## src/hdl/utf16le_to_utf8_transcoder_unit_assert.svh

```systemverilog
// Assertion macros for the transcoder RTL.
`ifndef UTF16LE_TO_UTF8_TRANSCODER_UNIT_ASSERT_SVH
`define UTF16LE_TO_UTF8_TRANSCODER_UNIT_ASSERT_SVH

// Same-cycle implication, checked out of reset.
`define U16U8_ASSERT_NOW(label, clk, rst_n, ante, cons) \
    label: assert property (@(posedge clk) disable iff (!rst_n) (ante) |-> (cons)) \
        else $error("transcoder assertion failed");

// Next-cycle implication, checked out of reset.
`define U16U8_ASSERT_NEXT(label, clk, rst_n, ante, cons) \
    label: assert property (@(posedge clk) disable iff (!rst_n) (ante) |=> (cons)) \
        else $error("transcoder assertion failed");

`endif

```

## src/hdl/u16u8_pkg.sv

```systemverilog
// Types, constants and UTF-8 encode helpers for the UTF-16LE to UTF-8 transcoder.
package u16u8_pkg;

    localparam int unsigned QUEUE_DEPTH_DEF = 2;

    localparam logic [15:0] UNIT_BOM       = 16'hFEFF;
    localparam logic [15:0] UNIT_HIGH_MIN  = 16'hD800;
    localparam logic [15:0] UNIT_HIGH_MAX  = 16'hDBFF;
    localparam logic [15:0] UNIT_LOW_MIN   = 16'hDC00;
    localparam logic [15:0] UNIT_LOW_MAX   = 16'hDFFF;
    localparam logic [20:0] CP_SUPP_BASE   = 21'h10000;
    localparam logic [20:0] CP_REPLACEMENT = 21'h00FFFD;
    localparam logic [20:0] CP_MAX_1BYTE   = 21'h00007F;
    localparam logic [20:0] CP_MAX_2BYTE   = 21'h0007FF;
    localparam logic [20:0] CP_MAX_3BYTE   = 21'h00FFFF;
    localparam logic [7:0]  LEAD_2BYTE     = 8'hC0;
    localparam logic [7:0]  LEAD_3BYTE     = 8'hE0;
    localparam logic [7:0]  LEAD_4BYTE     = 8'hF0;
    localparam logic [7:0]  CONT_BYTE      = 8'h80;

    // Work for one accepted unit: up to two code points, packed toward slot 0.
    typedef struct packed {
        logic        cp0_v;
        logic [20:0] cp0;
        logic        cp1_v;
        logic [20:0] cp1;
        logic        ended;
    } t_desc;

    // Index of the final UTF-8 byte of a code point (length minus one).
    function automatic logic [1:0] utf8_last_idx(input logic [20:0] cp);
        logic [1:0] r;
        if (cp <= CP_MAX_1BYTE) begin
            r = 2'd0;
        end else if (cp <= CP_MAX_2BYTE) begin
            r = 2'd1;
        end else if (cp <= CP_MAX_3BYTE) begin
            r = 2'd2;
        end else begin
            r = 2'd3;
        end
        return r;
    endfunction

    function automatic logic [7:0] utf8_byte(input logic [20:0] cp, input logic [1:0] idx);
        logic [7:0] b;
        b = CONT_BYTE | {2'b00, cp[5:0]};
        case (utf8_last_idx(cp))
            2'd0: b = cp[7:0];
            2'd1: begin
                if (idx == 2'd0) b = LEAD_2BYTE | {3'b000, cp[10:6]};
            end
            2'd2: begin
                case (idx)
                    2'd0:    b = LEAD_3BYTE | {4'b0000, cp[15:12]};
                    2'd1:    b = CONT_BYTE | {2'b00, cp[11:6]};
                    default: b = CONT_BYTE | {2'b00, cp[5:0]};
                endcase
            end
            default: begin
                case (idx)
                    2'd0:    b = LEAD_4BYTE | {5'b00000, cp[20:18]};
                    2'd1:    b = CONT_BYTE | {2'b00, cp[17:12]};
                    2'd2:    b = CONT_BYTE | {2'b00, cp[11:6]};
                    default: b = CONT_BYTE | {2'b00, cp[5:0]};
                endcase
            end
        endcase
        return b;
    endfunction

endpackage

```

## src/hdl/utf16le_to_utf8_transcoder_unit.sv

```systemverilog
// Top level of the UTF-16LE to UTF-8 transcoder.
//
//   chan | handshake                 | fields
//   -----+---------------------------+---------------------------------------------------------
//   in   | i_in_valid / o_in_stall   | i_code_unit, i_first_unit, i_last_unit
//   out  | o_out_valid / i_out_stall | o_out_byte, o_byte_valid, o_last_of_run, o_end_of_string
//
// One byte leaves per cycle through the output register while i_out_stall is low, and a unit
// yields 1 to 6 results (typically 1 to 4); a unit with no result still takes an input slot.
// A unit can be accepted every cycle while the descriptor queue has room; its first byte
// passes the queue, the work register and the output register. Reset is synchronous and clears
// surrogate, end and queue state; no clearing pass. o_in_stall rises only when the queue is full.
module utf16le_to_utf8_transcoder_unit
    import u16u8_pkg::*;
#(
    parameter int unsigned QUEUE_DEPTH = QUEUE_DEPTH_DEF
) (
    input  logic        i_clk,
    input  logic        i_rst_n,
    input  logic        i_in_valid,
    output logic        o_in_stall,
    input  logic [15:0] i_code_unit,
    input  logic        i_first_unit,
    input  logic        i_last_unit,
    output logic        o_out_valid,
    input  logic        i_out_stall,
    output logic [7:0]  o_out_byte,
    output logic        o_byte_valid,
    output logic        o_last_of_run,
    output logic        o_end_of_string
);

`include "utf16le_to_utf8_transcoder_unit_assert.svh"

    logic  accept;
    logic  q_push, q_pop, q_full, q_empty;
    t_desc f_desc, q_desc;

    assign o_in_stall = q_full;
    assign accept     = i_in_valid && !q_full;

    u16u8_front u_front (
        .i_clk        (i_clk),
        .i_rst_n      (i_rst_n),
        .i_accept     (accept),
        .i_code_unit  (i_code_unit),
        .i_first_unit (i_first_unit),
        .i_last_unit  (i_last_unit),
        .o_push       (q_push),
        .o_desc       (f_desc)
    );

    u16u8_queue #(
        .DEPTH (QUEUE_DEPTH)
    ) u_queue (
        .i_clk   (i_clk),
        .i_rst_n (i_rst_n),
        .i_push  (q_push),
        .i_desc  (f_desc),
        .i_pop   (q_pop),
        .o_desc  (q_desc),
        .o_full  (q_full),
        .o_empty (q_empty)
    );

    u16u8_back u_back (
        .i_clk           (i_clk),
        .i_rst_n         (i_rst_n),
        .i_q_empty       (q_empty),
        .i_desc          (q_desc),
        .o_pop           (q_pop),
        .o_out_valid     (o_out_valid),
        .i_out_stall     (i_out_stall),
        .o_out_byte      (o_out_byte),
        .o_byte_valid    (o_byte_valid),
        .o_last_of_run   (o_last_of_run),
        .o_end_of_string (o_end_of_string)
    );

    `U16U8_ASSERT_NOW(a_eos_closes_run, i_clk, i_rst_n,
        o_out_valid && o_end_of_string, o_last_of_run)
    `U16U8_ASSERT_NOW(a_marker_only_at_end, i_clk, i_rst_n,
        o_out_valid && !o_byte_valid, o_end_of_string && (o_out_byte == 8'd0))
    `U16U8_ASSERT_NOW(a_pop_not_empty, i_clk, i_rst_n, q_pop, !q_empty)
    `U16U8_ASSERT_NEXT(a_push_fills_queue, i_clk, i_rst_n, q_push && !q_pop, !q_empty)

endmodule

```

## src/hdl/u16u8_front.sv

```systemverilog
// Front end: accepts code units, tracks surrogate and end state, builds descriptors.
module u16u8_front
    import u16u8_pkg::*;
(
    input  logic        i_clk,
    input  logic        i_rst_n,
    input  logic        i_accept,
    input  logic [15:0] i_code_unit,
    input  logic        i_first_unit,
    input  logic        i_last_unit,
    output logic        o_push,
    output t_desc       o_desc
);

    logic       r_held_valid, n_held_valid;
    logic [9:0] r_held_bits, n_held_bits;
    logic       r_stopped, n_stopped;

    logic       held_v;
    logic [9:0] held_bits;
    logic       stopped;
    logic       is_low, is_high, is_bom;
    logic       flush;
    logic       x_v;
    logic [20:0] x_cp;
    logic       ended;

    always_comb begin
        held_v    = r_held_valid & ~i_first_unit;
        held_bits = i_first_unit ? 10'd0 : r_held_bits;
        stopped   = r_stopped & ~i_first_unit;
        is_low    = (i_code_unit >= UNIT_LOW_MIN) && (i_code_unit <= UNIT_LOW_MAX);
        is_high   = (i_code_unit >= UNIT_HIGH_MIN) && (i_code_unit <= UNIT_HIGH_MAX);
        is_bom    = i_first_unit && (i_code_unit == UNIT_BOM);

        flush        = 1'b0;
        x_v          = 1'b0;
        x_cp         = CP_REPLACEMENT;
        ended        = i_last_unit;
        n_held_valid = 1'b0;
        n_held_bits  = 10'd0;

        if (is_bom) begin
            // mark skipped, nothing to encode
        end else if (held_v && is_low) begin
            x_v  = 1'b1;
            x_cp = CP_SUPP_BASE + {1'b0, held_bits, i_code_unit[9:0]};
        end else begin
            flush = held_v;
            if (i_code_unit == 16'd0) begin
                ended = 1'b1;
            end else if (is_high) begin
                // a high surrogate still open at the buffer end becomes U+FFFD
                if (i_last_unit) begin
                    x_v = 1'b1;
                end else begin
                    n_held_valid = 1'b1;
                    n_held_bits  = i_code_unit[9:0];
                end
            end else if (is_low) begin
                x_v = 1'b1;
            end else begin
                x_v  = 1'b1;
                x_cp = {5'd0, i_code_unit};
            end
        end

        n_stopped = ended;
        if (stopped) begin
            n_held_valid = held_v;
            n_held_bits  = held_bits;
            n_stopped    = 1'b1;
        end

        o_desc.cp0_v = flush | x_v;
        o_desc.cp0   = flush ? CP_REPLACEMENT : x_cp;
        o_desc.cp1_v = flush & x_v;
        o_desc.cp1   = x_cp;
        o_desc.ended = ended;
        o_push       = i_accept && !stopped && (flush || x_v || ended);
    end

    always_ff @(posedge i_clk) begin
        if (!i_rst_n) begin
            r_held_valid <= 1'b0;
            r_held_bits  <= 10'd0;
            r_stopped    <= 1'b0;
        end else if (i_accept) begin
            r_held_valid <= n_held_valid;
            r_held_bits  <= n_held_bits;
            r_stopped    <= n_stopped;
        end
    end

endmodule

```

## src/hdl/u16u8_queue.sv

```systemverilog
// Small descriptor queue between the front and back ends.
module u16u8_queue
    import u16u8_pkg::*;
#(
    parameter int unsigned DEPTH = QUEUE_DEPTH_DEF
) (
    input  logic  i_clk,
    input  logic  i_rst_n,
    input  logic  i_push,
    input  t_desc i_desc,
    input  logic  i_pop,
    output t_desc o_desc,
    output logic  o_full,
    output logic  o_empty
);

    localparam int unsigned PtrW = $clog2(DEPTH);
    localparam int unsigned CntW = $clog2(DEPTH + 1);
    localparam logic [PtrW-1:0] PtrLast = PtrW'(DEPTH - 1);
    localparam logic [CntW-1:0] CntFull = CntW'(DEPTH);

    t_desc           r_mem [DEPTH];
    logic [PtrW-1:0] r_wr_ptr, r_rd_ptr;
    logic [CntW-1:0] r_count;

    assign o_full  = (r_count == CntFull);
    assign o_empty = (r_count == '0);
    assign o_desc  = r_mem[r_rd_ptr];

    always_ff @(posedge i_clk) begin
        if (i_push) begin
            r_mem[r_wr_ptr] <= i_desc;
        end
    end

    always_ff @(posedge i_clk) begin
        if (!i_rst_n) begin
            r_wr_ptr <= '0;
            r_rd_ptr <= '0;
            r_count  <= '0;
        end else begin
            if (i_push) begin
                r_wr_ptr <= (r_wr_ptr == PtrLast) ? '0 : r_wr_ptr + 1'b1;
            end
            if (i_pop) begin
                r_rd_ptr <= (r_rd_ptr == PtrLast) ? '0 : r_rd_ptr + 1'b1;
            end
            if (i_push && !i_pop) begin
                r_count <= r_count + 1'b1;
            end else if (i_pop && !i_push) begin
                r_count <= r_count - 1'b1;
            end
        end
    end

endmodule

```

## src/hdl/u16u8_back.sv

```systemverilog
// Back end: walks each descriptor and sends one UTF-8 byte per cycle unless the output is stalled.
module u16u8_back
    import u16u8_pkg::*;
(
    input  logic       i_clk,
    input  logic       i_rst_n,
    input  logic       i_q_empty,
    input  t_desc      i_desc,
    output logic       o_pop,
    output logic       o_out_valid,
    input  logic       i_out_stall,
    output logic [7:0] o_out_byte,
    output logic       o_byte_valid,
    output logic       o_last_of_run,
    output logic       o_end_of_string
);

    t_desc       r_work;
    logic        r_w_valid;
    logic        r_sel;
    logic [1:0]  r_idx;

    logic        r_out_valid;
    logic [7:0]  r_out_byte;
    logic        r_byte_valid;
    logic        r_last_of_run;
    logic        r_end_of_string;

    logic        can_emit, emit, done, load;
    logic [20:0] cur_cp;
    logic        cp_last;
    logic [7:0]  cur_byte;

    always_comb begin
        can_emit = !r_out_valid || !i_out_stall;
        emit     = can_emit && r_w_valid;
        cur_cp   = r_sel ? r_work.cp1 : r_work.cp0;
        cp_last  = (r_idx == utf8_last_idx(cur_cp));
        cur_byte = utf8_byte(cur_cp, r_idx);
        // bare end marker when the descriptor carries no code point
        done     = !r_work.cp0_v || (cp_last && (r_sel || !r_work.cp1_v));
        load     = !i_q_empty && (!r_w_valid || (emit && done));
    end

    assign o_pop = load;

    always_ff @(posedge i_clk) begin
        if (!i_rst_n) begin
            r_w_valid <= 1'b0;
            r_sel     <= 1'b0;
            r_idx     <= 2'd0;
        end else if (load) begin
            r_w_valid <= 1'b1;
            r_sel     <= 1'b0;
            r_idx     <= 2'd0;
        end else if (emit) begin
            if (done) begin
                r_w_valid <= 1'b0;
            end else if (cp_last) begin
                r_sel <= 1'b1;
                r_idx <= 2'd0;
            end else begin
                r_idx <= r_idx + 2'd1;
            end
        end
    end

    always_ff @(posedge i_clk) begin
        if (load) begin
            r_work <= i_desc;
        end
    end

    always_ff @(posedge i_clk) begin
        if (!i_rst_n) begin
            r_out_valid <= 1'b0;
        end else if (can_emit) begin
            r_out_valid <= r_w_valid;
        end
    end

    always_ff @(posedge i_clk) begin
        if (emit) begin
            r_out_byte      <= r_work.cp0_v ? cur_byte : 8'd0;
            r_byte_valid    <= r_work.cp0_v;
            r_last_of_run   <= done;
            r_end_of_string <= done && r_work.ended;
        end
    end

    assign o_out_valid     = r_out_valid;
    assign o_out_byte      = r_out_byte;
    assign o_byte_valid    = r_byte_valid;
    assign o_last_of_run   = r_last_of_run;
    assign o_end_of_string = r_end_of_string;

endmodule

```

## config.mk

```make
export PLATFORM = sky130hd
export DESIGN_NAME = utf16le_to_utf8_transcoder_unit
export DESIGN_NICKNAME = d
export VERILOG_FILES = /design/src/hdl/u16u8_pkg.sv /design/src/hdl/utf16le_to_utf8_transcoder_unit.sv /design/src/hdl/u16u8_front.sv /design/src/hdl/u16u8_queue.sv /design/src/hdl/u16u8_back.sv
export VERILOG_INCLUDE_DIRS = /design/src /design/src/hdl
export SDC_FILE = /design/constraint.sdc
export NUM_CORES = 1
export LEC_CHECK = 0
export ABC_AREA = 0
export BUFFER_PORTS_ARGS = -buffer_cell sky130_fd_sc_hd__buf_2
export CAP_MARGIN = 25
export CORE_MARGIN = 2
export CORE_UTILIZATION = 30
export DETAILED_ROUTE_END_ITERATION = 8
export PLACE_DENSITY_LB_ADDON = 0.2
export SETUP_SLACK_MARGIN = 0.02
export SLEW_MARGIN = 0
export SYNTH_ARGS = -nofsm -noshare
export SYNTH_HDL_FRONTEND = slang
export SYNTH_SLANG_ARGS = --single-unit
export TNS_END_PERCENT = 20
```

## constraint.sdc

```tcl
create_clock -name i_clk -period 3.4 [get_ports i_clk]
set_clock_uncertainty 0.1 [all_clocks]
set_input_delay 0.17 -clock i_clk [delete_from_list [all_inputs] [get_ports i_clk]]
set_output_delay 0.17 -clock i_clk [all_outputs]
set_load 0.01 [all_outputs]
```

==> impl_metrics.py, run 1 <==
metrics = {
    "outcome": {
        "outcome": "finished clean",
    },
    "placed_design": {
        "dp_slack_ns": 0.2430,
        "place_congestion": 0.8303,
        "dp_hpwl_um": 10500,
        "place.port_buffers": 34,
        "place_inst": 845,
    },
    "worst_setup_path": {
        "cp-start-kind": "register",
        "path_cells": "mux2_2, a211o_1, nor2_1, nand2_1, and2_1, ha_1, a21oi_1, nor2_1, nor2_1, nor2_1, o311a_1",
        "cp_data_arrival_time_ns": 3.27,
        "r2r_cells": 11,
        "worst-r2r-setup-slack_ns": 0.20,
        "crit_slowest_cell": "dfxtp_1",
        "slowest_delay_ns": 0.43,
        "timing.critical_path.buf_inv": 0,
        "path_max_fanout": 8,
        "rr_endpoint": "u_back.o_out_byte[3]",
        "r2r-start": "u_back.r_sel",
        "crit_family": "simple AND/OR/NAND/NOR gates",
        "cp_common_cell": "nor2_1",
        "critical_path_class": "reg -> reg",
        "cp-end-kind": "register",
        "required_ns": 3.47,
    },
    "clock_network": {
        "cts_resized": 0,
        "cts_setup_buffers": 0,
        "htree_levels": 4,
        "cts_max_path_buffers": 2,
        "cts_root_buf": "clkbuf_16",
        "insertion_delay_ns": 0.43,
        "cts_hold_buf": 5,
        "cts_tree": "done",
        "path_clk_slew_ns": 0.07,
        "cts_made_buffers": 17,
        "cts.sinks": 167,
    },
    "routing": {
        "drc_errors": 0,
        "wl_per_cell_um": 17.07,
        "drt_iter0_drc": 324,
        "num_vias": 4126,
        "wl_um": 15060,
        "ant_nets": 0,
        "viasPerCell": 4.678,
        "drt_first_pass_iters": 5,
    },
    "final_layout": {
        "seq_area_um2": 4806,
        "antenna_cells": 0,
        "final_cell_count_no_fill": 882,
        "drive_gt1_share_pct": 27.71,
        "fin_nets": 583,
        "final_common_cell": "edfxtp_1",
        "final_cell_mix": "edfxtp_1 (146), mux2_2 (58), buf_2 (34)",
        "multi_input_area_um2": 2237,
        "fillCellCount": 2266,
        "syn2layout_area_growth_pct": 17.45,
    },
    "grt": {
        "first_global_vias": 4151,
        "antenna_found_initial": 0,
        "grt_max_degree": 46,
        "grt_pass1_wl_um": 23260,
        "overflow": 0,
        "grt_use_total_pct": 12.60,
    },
    "sta": {
        "tightest_slew_ns": 0.7748,
        "grt_setup_unrepaired": "no",
        "fin_crit_ns": 3.195,
        "fin_ws_ns": 0.2046,
        "max_slew_margin_pct": 48.24,
        "hold_viol": 0,
        "tns_ns": 0,
        "setup_viol": 0,
        "slew_viol_final": 0,
        "min_period_over_period_pct": 93.98,
        "fmax_ghz": 0.3129,
    },
    "synth": {
        "syn_nets": 533,
        "synth.area.top_cells": "edfxtp_1 (61%), mux2_2 (9.1%), dfxtp_1 (5.9%)",
        "yosysWarnings": 0,
        "synth_edf_count": 146,
        "yosysUniqueCellTypes": 56,
        "synth_cells": 500,
        "ys_seq_area_share_pct": 66.99,
        "yosys.area.top_type": "edfxtp_1",
        "synth-seq-cells": 167,
        "syn_avg_cell_area_um2": 14.34,
        "synth_top_area_share_pct": 61.13,
        "syn_area_um2": 7172,
        "synth_top_flop_cell": "edfxtp_1",
        "ys_async_sr_fraction_pct": 0,
    },
    "floorplanning": {
        "ioPinCount": 35,
        "rows": 56,
        "start_util_pct": 30.55,
        "die_h_um": 158.6,
        "dieWidth_um": 158.6,
        "core-area_um2": 23470,
        "die_area_um2": 25160,
    },
    "worst_hold_path": {
        "hold_path_end": "u_front.r_held_bits[3]",
        "hp-class": "in -> reg",
        "min_path_cells": 3,
        "min-delay-start": "i_code_unit[3]",
    },
    "pwr": {
        "ir_drop_mv": 0.4130,
        "cellPowerDensity_nw_per_um2": 750.6,
        "power_leakage_nw": 2.869,
    },
    "job": {
        "cap_violations": 0,
    },
}
-- report_power, final --
group	internal (W)	switching [W]	leakage [nW]
logic	0.000585	0.000772	1.05
clock network	0.00104	0.000863	0.284
registers	0.00285	0.000213	1.53
-- cells in the mapped netlist (3+ instances only) --
cell type,n
nand2b_1,10
nand2_1,22
or2_2,11
o211a_1,4
nand3_1,12
mux2i_1,11
inv_1,12
edfxtp_1,146
or3_1,4
xnor2_1,3
o22ai_1,3
a21oi_1,8
and2_1,9
dfxtp_1,21
a22oi_1,13
clkbuf_1,17
nor3_1,8
nor2_1,23
nor2b_1,23
ha_1,11
o31ai_1,3
buf_2,3
o21ai_0,20
nor4_1,6
nand4_1,4
mux2_2,58
-- worst min-delay path, stage by stage --
cell and delay [ns]:
buf_2 0.15, a22oi_1 0.08, nor2b_1 0.10
-- final cells by class --
type / instances / area share (%)
Clock inverter: 15 / 1.946
Clock buffer: 17 / 5.051
Timing Repair Buffer: 52 / 4.070
Tap cell: 319 / 4.739
Sequential cell: 167 / 57.06
Multi-Input combinational cell: 299 / 26.56
Inverter: 13 / 0.5793
-- metrics by stage --
| stage | total power [W] | util, % | hold slack [ns] | instance area [µm²] |
|---|---|---|---|---|
| after floorplan | 0.003930 | - | 0.2271 | 7174 |
| after global placement | 0.004451 | 33.16 | 0.3486 | 7784 |
| after detailed placement | 0.004469 | 33.16 | 0.3469 | 7784 |
| after CTS | 0.006390 | 35.88 | 0.005233 | 8423 |
| after global routing | 0.006636 | 35.88 | 0.02299 | 8423 |
| final | 0.006322 | 35.88 | 0.01472 | 8423 |
-- how the worst max path moves through the flow --
stage	from	end	slack, ns	cells after the start
floorplan	u_back.r_sel	u_back.o_out_byte[3]	0.48	13
global placement	u_back.r_sel	u_queue.r_count[1]	0.33	10
detailed placement	u_back.r_sel	u_queue.r_count[1]	0.24	10
CTS	u_back.r_sel	u_queue.r_count[1]	0.21	10
global route	u_back.r_sel	u_back.o_out_byte[3]	0.02	11
finish	u_back.r_sel	u_back.o_out_byte[3]	0.20	11
-- cell families (layout without fill, tap and decap cells) --
group	after synthesis	count (layout)	synth area share [%]
AO/OA/AOI/OAI	73	73	7.223
XOR/XNOR	5	5	0.6107
adder cells (fa/ha/maj)	11	11	1.919
buffers and inverters	34	97	1.936
flip-flops	167	167	66.99
multiplexers	69	69	10.64
AND/OR/NAND/NOR	141	141	10.68
-- routing by layer --
metal,up-vias,routed length (µm),global-route usage [%]
met4,0,146,3.818
met1,2033,7681,17.89
met3,8,518,2.858
li1,1997,-,-
met2,88,6714,19.21
met5,-,0,0
-- flip-flops by register name (all words and copies together), names as in the netlist --
signal / count
u_front.r_held_bits: 10
u_queue.r_rd_ptr: 1
u_queue.r_count: 2
u_back.o_last_of_run: 1
u_front.r_held_valid: 1
u_back.o_out_byte: 8
u_front.r_stopped: 1
u_back.r_work: 45
u_queue.r_wr_ptr: 1
u_back.o_end_of_string: 1
u_back.r_w_valid: 1
u_back.r_sel: 1
u_back.o_out_valid: 1
u_back.o_byte_valid: 1
u_back.r_idx: 2
u_queue.r_mem: 90
(Power assumes the default switching activity.)
==> inputs of run 2 (changes only) <==
--- a/config.mk
+++ b/config.mk
@@ -6,7 +6,7 @@
 export SDC_FILE = /design/constraint.sdc
 export NUM_CORES = 1
 export LEC_CHECK = 0
-export ABC_AREA = 0
+export ABC_AREA = 1
 export BUFFER_PORTS_ARGS = -buffer_cell sky130_fd_sc_hd__buf_2
 export CAP_MARGIN = 25
 export CORE_MARGIN = 2
==> run 2 against run 1 <==
Core utilization is 0.30 points higher. Non-clock buffer count increased by 3. Sequential power up 1%. Combinational power is 9% higher. Flip-flop and latch count unchanged. Cell count up 13%. Die area increased by 1.2%. Count of clock-buffer cells in the layout increased by 5. Hold slack improved by 0.041 ns. Highest routed layer unchanged. Power rose by 1.0%.
==> impl_metrics.py, run 2 <==
metrics = {
    "sta": {
        "min_period_over_period_pct": 84.18,
        "hold_ws_ns": 0.05550,
        "grt_setup_unrepaired": "no",
        "tns_ns": 0,
        "fmax_ghz": 0.3494,
        "hold_viol": 0,
        "fin_crit_ns": 2.862,
        "max_slew_margin_pct": 44.46,
        "tightest_slew_ns": 0.8331,
        "slew_viol_final": 0,
        "fin_ws_ns": 0.5379,
        "setup_viol": 0,
    },
    "synth": {
        "synth.most_common_cell": "edfxtp_1",
        "synth.area.top_cells": "edfxtp_1 (60%), mux2_2 (7.0%), nand2_1 (6.0%)",
        "ys_async_sr_fraction_pct": 0,
        "yosys.area.top_type": "edfxtp_1",
        "synth_top_flop_cell": "edfxtp_1",
        "synth_top_area_share_pct": 60.37,
        "synth_edf_count": 146,
        "syn_nets": 640,
        "synth_cells": 607,
        "synth-seq-cells": 167,
        "ys_seq_area_share_pct": 66.16,
        "yosysUniqueCellTypes": 41,
        "yosysWarnings": 0,
        "syn_avg_cell_area_um2": 11.96,
        "syn_area_um2": 7262,
        "ys_top_cells_by_count": "edfxtp_1 (146), nand2_1 (116), inv_1 (67)",
    },
    "job": {
        "cap_violations": 0,
    },
    "placed_design": {
        "dp_slack_ns": 0.5293,
        "place_congestion": 0.9003,
        "place.port_buffers": 34,
        "dp_hpwl_um": 11340,
    },
    "floorplanning": {
        "die_h_um": 159.6,
        "ioPinCount": 35,
        "die_area_um2": 25470,
        "rows": 56,
        "start_util_pct": 30.75,
        "dieWidth_um": 159.6,
        "core-area_um2": 23610,
    },
    "routing": {
        "wl_um": 15920,
        "drt_iter0_drc": 230,
        "wl_per_cell_um": 15.97,
        "num_vias": 4542,
        "ant_nets": 0,
        "drc_errors": 0,
        "drt_first_pass_iters": 6,
        "viasPerCell": 4.556,
    },
    "clock_network": {
        "cts_root_buf": "clkbuf_16",
        "cts_max_path_buffers": 2,
        "htree_levels": 4,
        "insertion_delay_ns": 0.43,
        "cts_resized": 0,
        "path_clk_slew_ns": 0.07,
        "cts.sinks": 167,
        "cts_tree": "done",
        "cts_made_buffers": 17,
    },
    "worst_setup_path": {
        "path_max_fanout": 14,
        "required_ns": 3.62,
        "cp-start-kind": "register",
        "cp_data_arrival_time_ns": 3.08,
        "critPathLaunch": "u_back.r_sel",
        "r2r-start": "u_back.r_sel",
        "critical_path_class": "reg -> reg",
        "cp-end-kind": "register",
    },
    "outcome": {
        "outcome": "finished clean",
    },
    "final_layout": {
        "regMostFlops": "u_queue.r_mem",
        "final_common_cell": "edfxtp_1",
        "syn2layout_area_growth_pct": 17.64,
        "drive_gt1_share_pct": 20.80,
        "final_cell_mix": "edfxtp_1 (146), nand2_1 (116), inv_1 (67)",
        "largest_reg_flops": 90,
        "reg_top3": "u_queue.r_mem: 90 flops, u_back.r_work: 45 flops, u_front.r_held_bits: 10 flops",
        "antenna_cells": 0,
        "fin_nets": 698,
    },
    "pwr": {
        "power_leakage_nw": 3.194,
        "cellPowerDensity_nw_per_um2": 747.4,
        "ir_drop_mv": 0.3979,
    },
    "grt": {
        "antenna_found_initial": 0,
        "overflow": 0,
        "first_global_vias": 4586,
        "grt_use_total_pct": 12.94,
        "grt_pass1_wl_um": 25650,
        "grt_max_degree": 46,
    },
    "worst_hold_path": {
        "hp-class": "in -> reg",
        "min-delay-start": "i_code_unit[13]",
    },
}
==> run 2: report_power, final <==
group          total (W)  switching [W]  internal, W
clock            0.00180       0.000787      0.00102
sequential       0.00310       0.000220      0.00288
combinational    0.00148       0.000915     0.000565
==> run 2: per-layer routing <==
| layer | routed length (µm) | part of all wire (%) | global-route usage [%] | up-vias |
|---|---|---|---|---|
| li1 | - | - | - | 2246 |
| met1 | 7924 | 50 | 18.59 | 2177 |
| met2 | 7254 | 46 | 19.44 | 103 |
| met3 | 554 | 3.5 | 2.605 | 16 |
| met4 | 189 | 1.2 | 4.463 | 0 |
| met5 | 0 | 0 | 0 | - |
==> run 2: critical path: stages, from the launching register on <==
cell,delay (ns)
dfxtp_1,0.33
inv_1,0.33
nand2_1,0.10
nand2_1,0.13
nand3_1,0.10
nor2_2,0.15
nand2_1,0.11
nand2_2,0.12
nand2_2,0.06
nand2_2,0.07
nand3_2,0.09
nand2_4,0.10
nand2_4,0.05
nand2_4,0.08
nand2_4,0.07
ha_1,0.31
a21oi_1,0.11
o21ai_0,0.11
o21ai_0,0.17
a21oi_1,0.06
==> run 2: stage by stage <==
stage          utilization, %  area [µm²]  std cells  power [W]
5_1_grt                 36.18        8543        997   0.006733
4_1_cts                 36.18        8543        997   0.006475
3_5_place_dp            33.32        7868        953   0.004643
3_3_place_gp            33.32        7868        953   0.004645
6_report                36.18        8543        997   0.006385
2_1_floorplan               -        7264        607   0.004078
==> run 2: area by class of cell <==
class | count | area (µm²)
inverter | 68 | 255.2
multi-input combinational | 356 | 2132
tap | 319 | 399.1
clock inverter | 10 | 70.07
timing repair buffer | 55 | 395.4
fill | 2311 | 15070
clock buffer | 22 | 485.5
sequential | 167 | 4806
==> run 2: path summary, 6_finish.rpt <==
| path | endpoint | slack (ns) | cells past startpoint |
|---|---|---|---|
| hold / removal | u_queue.r_mem[1][14] | 0.06 | 3 |
| hold reg to reg | u_front.r_held_bits[6] | 0.37 | 2 |
| setup / recovery | u_queue.r_count[1] | 0.54 | 19 |
| setup reg to reg | u_queue.r_count[1] | 0.54 | 19 |
==> run 2: kinds of logic after synthesis <==
group / Yosys count / share of synthesized area (%)
multiplexers: 47 / 7.254
flip-flops: 167 / 66.16
buffers and inverters: 84 / 4.686
AND/OR/NAND/NOR: 224 / 13.80
XOR/XNOR: 2 / 0.2413
adder cells (fa/ha/maj): 11 / 1.895
AO/OA/AOI/OAI: 72 / 5.962
==> run 2: repair_timing <==
action                    4_1_cts  5_1_grt
hold buffers                   12        0
buffers inserted                0        0
hold endpoints to repair       18        0
